==> config.mk <==
export PLATFORM = sky130hd
export DESIGN_NAME = pht_hazard_unit
export DESIGN_NICKNAME = d
export VERILOG_FILES = /design/src/rtl/core/pht_pkg.sv /design/src/rtl/core/pht_hazard_unit.sv
export SDC_FILE = /design/constraint.sdc
export NUM_CORES = 1
export LEC_CHECK = 0
export BUFFER_PORTS_ARGS = -buffer_cell sky130_fd_sc_hd__buf_2
export CAP_MARGIN = 20
export CORE_AREA = 3 3 115 117
export DETAILED_ROUTE_END_ITERATION = 10
export DIE_AREA = 0 0 118 120
export PLACE_DENSITY = 0.48
export RECOVER_POWER = 100
export SLEW_MARGIN = 40
export SYNTH_ARGS = -nofsm -noshare
export SYNTH_HDL_FRONTEND = slang
export SYNTH_SLANG_ARGS = --single-unit
==> constraint.sdc <==
create_clock -name vclk -period 7.75
set_clock_uncertainty 0.05 [all_clocks]
set_input_delay 1.55 -clock vclk [all_inputs]
set_output_delay 1.55 -clock vclk [all_outputs]
set_load 0.01 [all_outputs]
==> src/rtl/core/pht_pkg.sv <==
// shared types and constants for the pipeline hazard timing model
`default_nettype none

package pht_pkg;

    localparam int COUNTER_WIDTH_DEFAULT = 32;
    localparam int CFG_INDEX_WIDTH = 2;
    localparam int CFG_DATA_WIDTH = 8;
    localparam logic [7:0] MISS_DELAY_RESET = 8'd10;
    localparam logic [31:0] SEQ_STEP = 32'd4;

    // config register indexes
    localparam logic [CFG_INDEX_WIDTH-1:0] CFG_PREDICT_TAKEN = 2'd0;
    localparam logic [CFG_INDEX_WIDTH-1:0] CFG_MISS_DELAY = 2'd1;

    // instruction kinds
    localparam logic [2:0] KIND_ALU = 3'd1;
    localparam logic [2:0] KIND_LOAD = 3'd2;
    localparam logic [2:0] KIND_STORE = 3'd3;
    localparam logic [2:0] KIND_BRANCH = 3'd4;

    typedef struct packed {
        logic [31:0] addr;
        logic [2:0]  kind;
        logic [4:0]  ra;
        logic [15:0] rb;
        logic [4:0]  rd;
        logic        hit;
    } stage_entry_t;

    // per-item events from hazard unit to counters
    typedef struct packed {
        logic       retire_inc;
        logic       branch_inc;
        logic       correct_inc;
        logic       mispredicted;
        logic       load_use_stall;
        logic       data_miss;
        logic [8:0] cycles_added;
    } event_t;

    typedef struct packed {
        logic        retired;
        logic [31:0] retired_address;
        logic [8:0]  cycles_added;
        logic        mispredicted;
        logic        load_use_stall;
        logic        data_miss;
        logic [31:0] cycle_total;
        logic [31:0] retired_total;
        logic [31:0] branch_total;
        logic [31:0] correct_total;
    } result_t;

endpackage

`default_nettype wire

==> src/rtl/core/pht_hazard_unit.sv <==
// branch, load-use and data miss checks plus per-item cycle charge
`default_nettype none

module pht_hazard_unit (
    input  wire logic                  predict_taken,
    input  wire logic [7:0]            miss_delay,
    input  wire logic [31:0]           fetch_addr,
    input  wire pht_pkg::stage_entry_t dec,
    input  wire pht_pkg::stage_entry_t alu,
    input  wire pht_pkg::stage_entry_t mem,
    input  wire pht_pkg::stage_entry_t wb,
    output pht_pkg::event_t            ev
);

    logic       dec_branch;
    logic       taken;
    logic       judged;
    logic       lu_hit;
    logic       mem_access;
    logic [7:0] miss_extra;

    always_comb
    begin
        dec_branch = (dec.kind == pht_pkg::KIND_BRANCH);
        taken      = (fetch_addr != (dec.addr + pht_pkg::SEQ_STEP));
        judged     = dec_branch && (fetch_addr != 32'd0);

        // load in memory feeding the alu-stage instruction
        lu_hit = 1'b0;
        if (mem.kind == pht_pkg::KIND_LOAD)
        begin
            if (alu.kind == pht_pkg::KIND_ALU)
                lu_hit = (alu.ra == mem.rd) || (alu.rb == {11'd0, mem.rd});
            else if (alu.kind == pht_pkg::KIND_LOAD || alu.kind == pht_pkg::KIND_STORE)
                lu_hit = (alu.ra == mem.rd);
        end

        mem_access = (mem.kind == pht_pkg::KIND_LOAD) || (mem.kind == pht_pkg::KIND_STORE);
        // zero delay saturates to no extra cycles
        miss_extra = (miss_delay == 8'd0) ? 8'd0 : (miss_delay - 8'd1);

        ev.retire_inc     = (wb.addr != 32'd0);
        ev.branch_inc     = dec_branch;
        ev.correct_inc    = judged && (taken == predict_taken);
        ev.mispredicted   = judged && (taken != predict_taken);
        ev.load_use_stall = lu_hit;
        ev.data_miss      = mem_access && !mem.hit;
        ev.cycles_added   = 9'd1 + {8'd0, ev.mispredicted} + {8'd0, lu_hit}
                          + (ev.data_miss ? {1'b0, miss_extra} : 9'd0);
    end

endmodule

`default_nettype wire

* Word level (Yosys, flattened, before mapping)
Cells that the tools add are included.
Storage, ports and cells: register bits 0, logic and storage cells 32
Cells by class: $add $sub $neg 5, eq/ne operators 11, multiplexer cells 5, reduce and logical (&&, ||, !) cells 11
Operators by type and width (number):
- 32-bit nonzero test | 2
- 32-bit by 3-bit adder with 32-bit output (second input constant) | 1
- 32-bit != test | 1
- 16-bit by 5-bit == test with 1-bit output | 1
- 8-bit 2-to-1 mux | 2
- 3-bit by 2-bit == test with 1-bit output (second input constant) | 4
- 3-bit by 8-bit adder with 9-bit output | 1
- 8-bit zero test | 1
- 8-bit by 1-bit subtractor with 8-bit output (second input constant) | 1
- 5-bit == test | 1
- 1-bit logical AND | 4
- 2-bit by 1-bit adder with 3-bit output | 1
- 3-bit by 1-bit == test with 1-bit output (second input constant) | 1
- 3-bit == test (second input constant) | 1
- 1-bit logical OR | 3
- 1-bit 2-to-1 mux | 3
- 1-bit by 1-bit adder with 2-bit output (first input constant) | 1
- 1-bit == test | 1
- 1-bit zero test | 1
- 1-bit != test | 1

* Longest topological paths before layout
word-level depth 7, mapped depth 20, mapped depth without buffers 19

* Worst setup path after synthesis
OpenSTA, ideal clock, no wires.
path type input to output, start input dec[32] (netlist name), end output ev[4] (netlist name), data arrival time 5.409 ns, setup slack 0.741 ns, stages on the path 20, path buffers 1, cells stage by stage ha_1 and4_1 buf_6 nand4_4 or4b_1 a211oi_1 o2111ai_1 or4_1 or3_4 nand3b_1 ha_1 inv_1 ha_1 inv_1 fa_1 nor3_1 a21oi_1 a21oi_1 xor2_1 nor2_1
RTL lines:
- start, declared | RTL line pht_hazard_unit.sv:8 | input wire pht_pkg::stage_entry_t dec,
- end, declared | RTL line pht_hazard_unit.sv:12 | output pht_pkg::event_t ev

==> impl_metrics.json <==
{
  "yosysMostFrequentCell": "xnor2_1",
  "synth_top_family_by_area": "simple AND/OR/NAND/NOR gates",
  "gr-total-overflow": 0,
  "clock_buffers": 0,
  "cpPeakStageDelay_ns": 0.53,
  "end_kind": "output port",
  "gp_congestion": 0.8311,
  "maxSlewViolCount": 0,
  "use_met1_pct": 12.96,
  "wirelength_mm": 8.383,
  "grt.total_usage_pct": 10.61,
  "hpwlAfterDp_mm": 7.551,
  "max_freq_mhz": 135.9,
  "fin_cells": 609,
  "setup_ws_ns": 0.3940,
  "path_max_fanout": 5,
  "cp_slowest_cell": "or4b_1",
  "dr_total_vias": 2725,
  "p_leak_uw": 0.001238,
  "remaining_drc_errors": 0,
  "synthMuxAreaShare_pct": 1.042,
  "met3_usage_pct": 1.414,
  "ant_nets": 0,
  "grt_pass1_vias": 2636,
  "min_period_over_period_pct": 94.92,
  "rows": 41,
  "via_per_inst": 4.475,
  "dieHeight_um": 120,
  "place_inst": 609,
  "core_area_um2": 12470,
  "fin_tns_setup_ns": 0,
  "fin_crit_ns": 7.356,
  "fillers": 1417,
  "maxSlewHeadroom_pct": 64.03,
  "synth.area.top_cells": "xnor2_1 15%, xor2_1 11%, nor4_1 8.5%",
  "seq_cell_count": 0,
  "cp_cell_sequence": "buf_2 > ha_2 > and4_4 > nand4_4 > or4b_1 > a211oi_2 > o2111ai_1 > or4_1 > or3_1 > nand3b_1 > ha_1 > inv_1 > ha_1 > inv_1 > fa_2 > nor3_1 > a21oi_1 > a21oi_1 > xor2_1 > nor2_1 > clkbuf_2",
  "nets": 735,
  "vdd_drop_max_mv": 0.01582,
  "holdBufCountCts": 0,
  "drive_gt1_share_pct": 40.05,
  "regArea_um2": 0,
  "synth_top_area_cell": "xnor2_1",
  "firstDrtPassIters": 4,
  "multiInputGateArea_um2": 1799,
  "synth.cell_area_um2": 1922,
  "postCtsSetupRepairBufs": 0,
  "rsz0062_at_grt": "no",
  "cp.required_ns": 6.15,
  "synth_area_per_cell_um2": 6.864,
  "synth_compound_area_share_pct": 15.30,
  "postLayoutCellArea_um2": 2898,
  "synth.top_cell.area_share_pct": 15.04,
  "p_per_area_nw_per_um2": 42.68,
  "die_area_um2": 14160,
  "grt_busiest_layer": "met2",
  "synth-simple-area-share_pct": 45.90,
  "ys_seq_area_share_pct": 0,
  "dp_slack_ns": 0.1557,
  "syn_inst": 280,
  "io_pins": 304,
  "path_class": "input pin to output port",
  "grt_pass1_wl_mm": 12.61,
  "wl_per_cell_um": 13.77,
  "syn_nets": 576,
  "place_area_um2": 2899,
  "die_x_um": 118,
  "setup_violations": 0,
  "antenna_cells": 0,
  "whs_ns": 3.336,
  "use_met2_pct": 20.73,
  "finalHoldViolCount": 0,
  "yosysWarningCount": 0,
  "status": "completed",
  "port-buffer-count": 156,
  "antenna_found_initial": 0,
  "syn_to_final_growth_pct": 50.78,
  "worst_pin_slew_ns": 0.5384,
  "initial_core_util_pct": 15.42,
  "synth_xor_area_share_pct": 25.98,
  "synthDistinctLibCells": 53,
  "max_cap_viol_count": 0,
  "drt_iter0_markers": 89,
  "synthAdderAreaFrac_pct": 4.948,
  "grt_max_degree": 9,
  "hold_path_class": "input pin to output port",
  "arrival_ns": 5.76,
  "startpoint_type": "input pin",
  "synth_commonest_cells": "33 x xnor2_1, 26 x nor4_1, 24 x xor2_1, 20 x nor2_1, 19 x nand4_1"
}
==> area by class of cell <==
class / count / area share, %
Tap cell: 172 / 7.427
Multi-Input combinational cell: 259 / 62.09
Timing Repair Buffer: 164 / 28.67
Inverter: 14 / 1.813
==> metal layers <==
layer	vias to the layer above	routed length [um]	part of all wire, %
li1	1379	-	-
met1	1223	3634	43
met2	121	4150	50
met3	2	564	6.7
met4	0	33	0.39
met5	-	0	0
==> kinds of logic after synthesis <==
family,count (synthesis)
AND/OR/NAND/NOR,147
multiplexers,2
XOR/XNOR,57
adder cells (fa/ha/maj),7
AO/OA/AOI/OAI,46
buffers and inverters,21
==> worst max-delay path: cells and delay by family <==
| family | cells | cell delay [ns] |
|---|---|---|
| AO/OA/AOI/OAI | 4 | 0.60 |
| XOR/XNOR | 1 | 0.16 |
| adder cells (fa/ha/maj) | 4 | 0.96 |
| buffers and inverters | 4 | 0.36 |
| AND/OR/NAND/NOR | 8 | 2.12 |
==> cell usage in the layout, fill, tap and decap left out, types with 11 or more instances in the layout <==
cell type,n
nor4_1,26
xor2_1,24
nand3_1,14
inv_1,14
nor2_1,20
nand4_1,19
a21oi_1,11
nand2_1,18
xnor2_1,33
nor3_1,11
buf_2,147
==> report_power, final <==
| group | internal, uW | switching (uW) | leakage (uW) | total (uW) |
|---|---|---|---|---|
| Sequential | 0 | 0 | 0 | 0 |
| Combinational | 59.6 | 64.1 | 0.00124 | 124 |
| Clock | 0 | 0 | 0 | 0 |
| Total | 59.6 | 64.1 | 0.00124 | 124 |
==> stage by stage <==
step	utilization, %	power, uW
6_report	23.25	123.7
5_1_grt	23.25	136.1
4_1_cts	23.26	123.9
3_5_place_dp	23.26	123.1
3_3_place_gp	23.26	121.1
2_1_floorplan	-	58.95
==> path summary, 6_finish.rpt <==
check,start,endpoint,slack [ns],cells past startpoint
worst max-delay path,dec[33],ev[4],0.39,21
worst min-delay path,mem[0],ev[9],3.34,3
==> repair_timing <==
item	CTS	global route
setup endpoints to repair	0	4
endpoints found under the hold margin	0	0
resized for setup	0	7
Note: power is estimated with default switching activity, not from simulation.
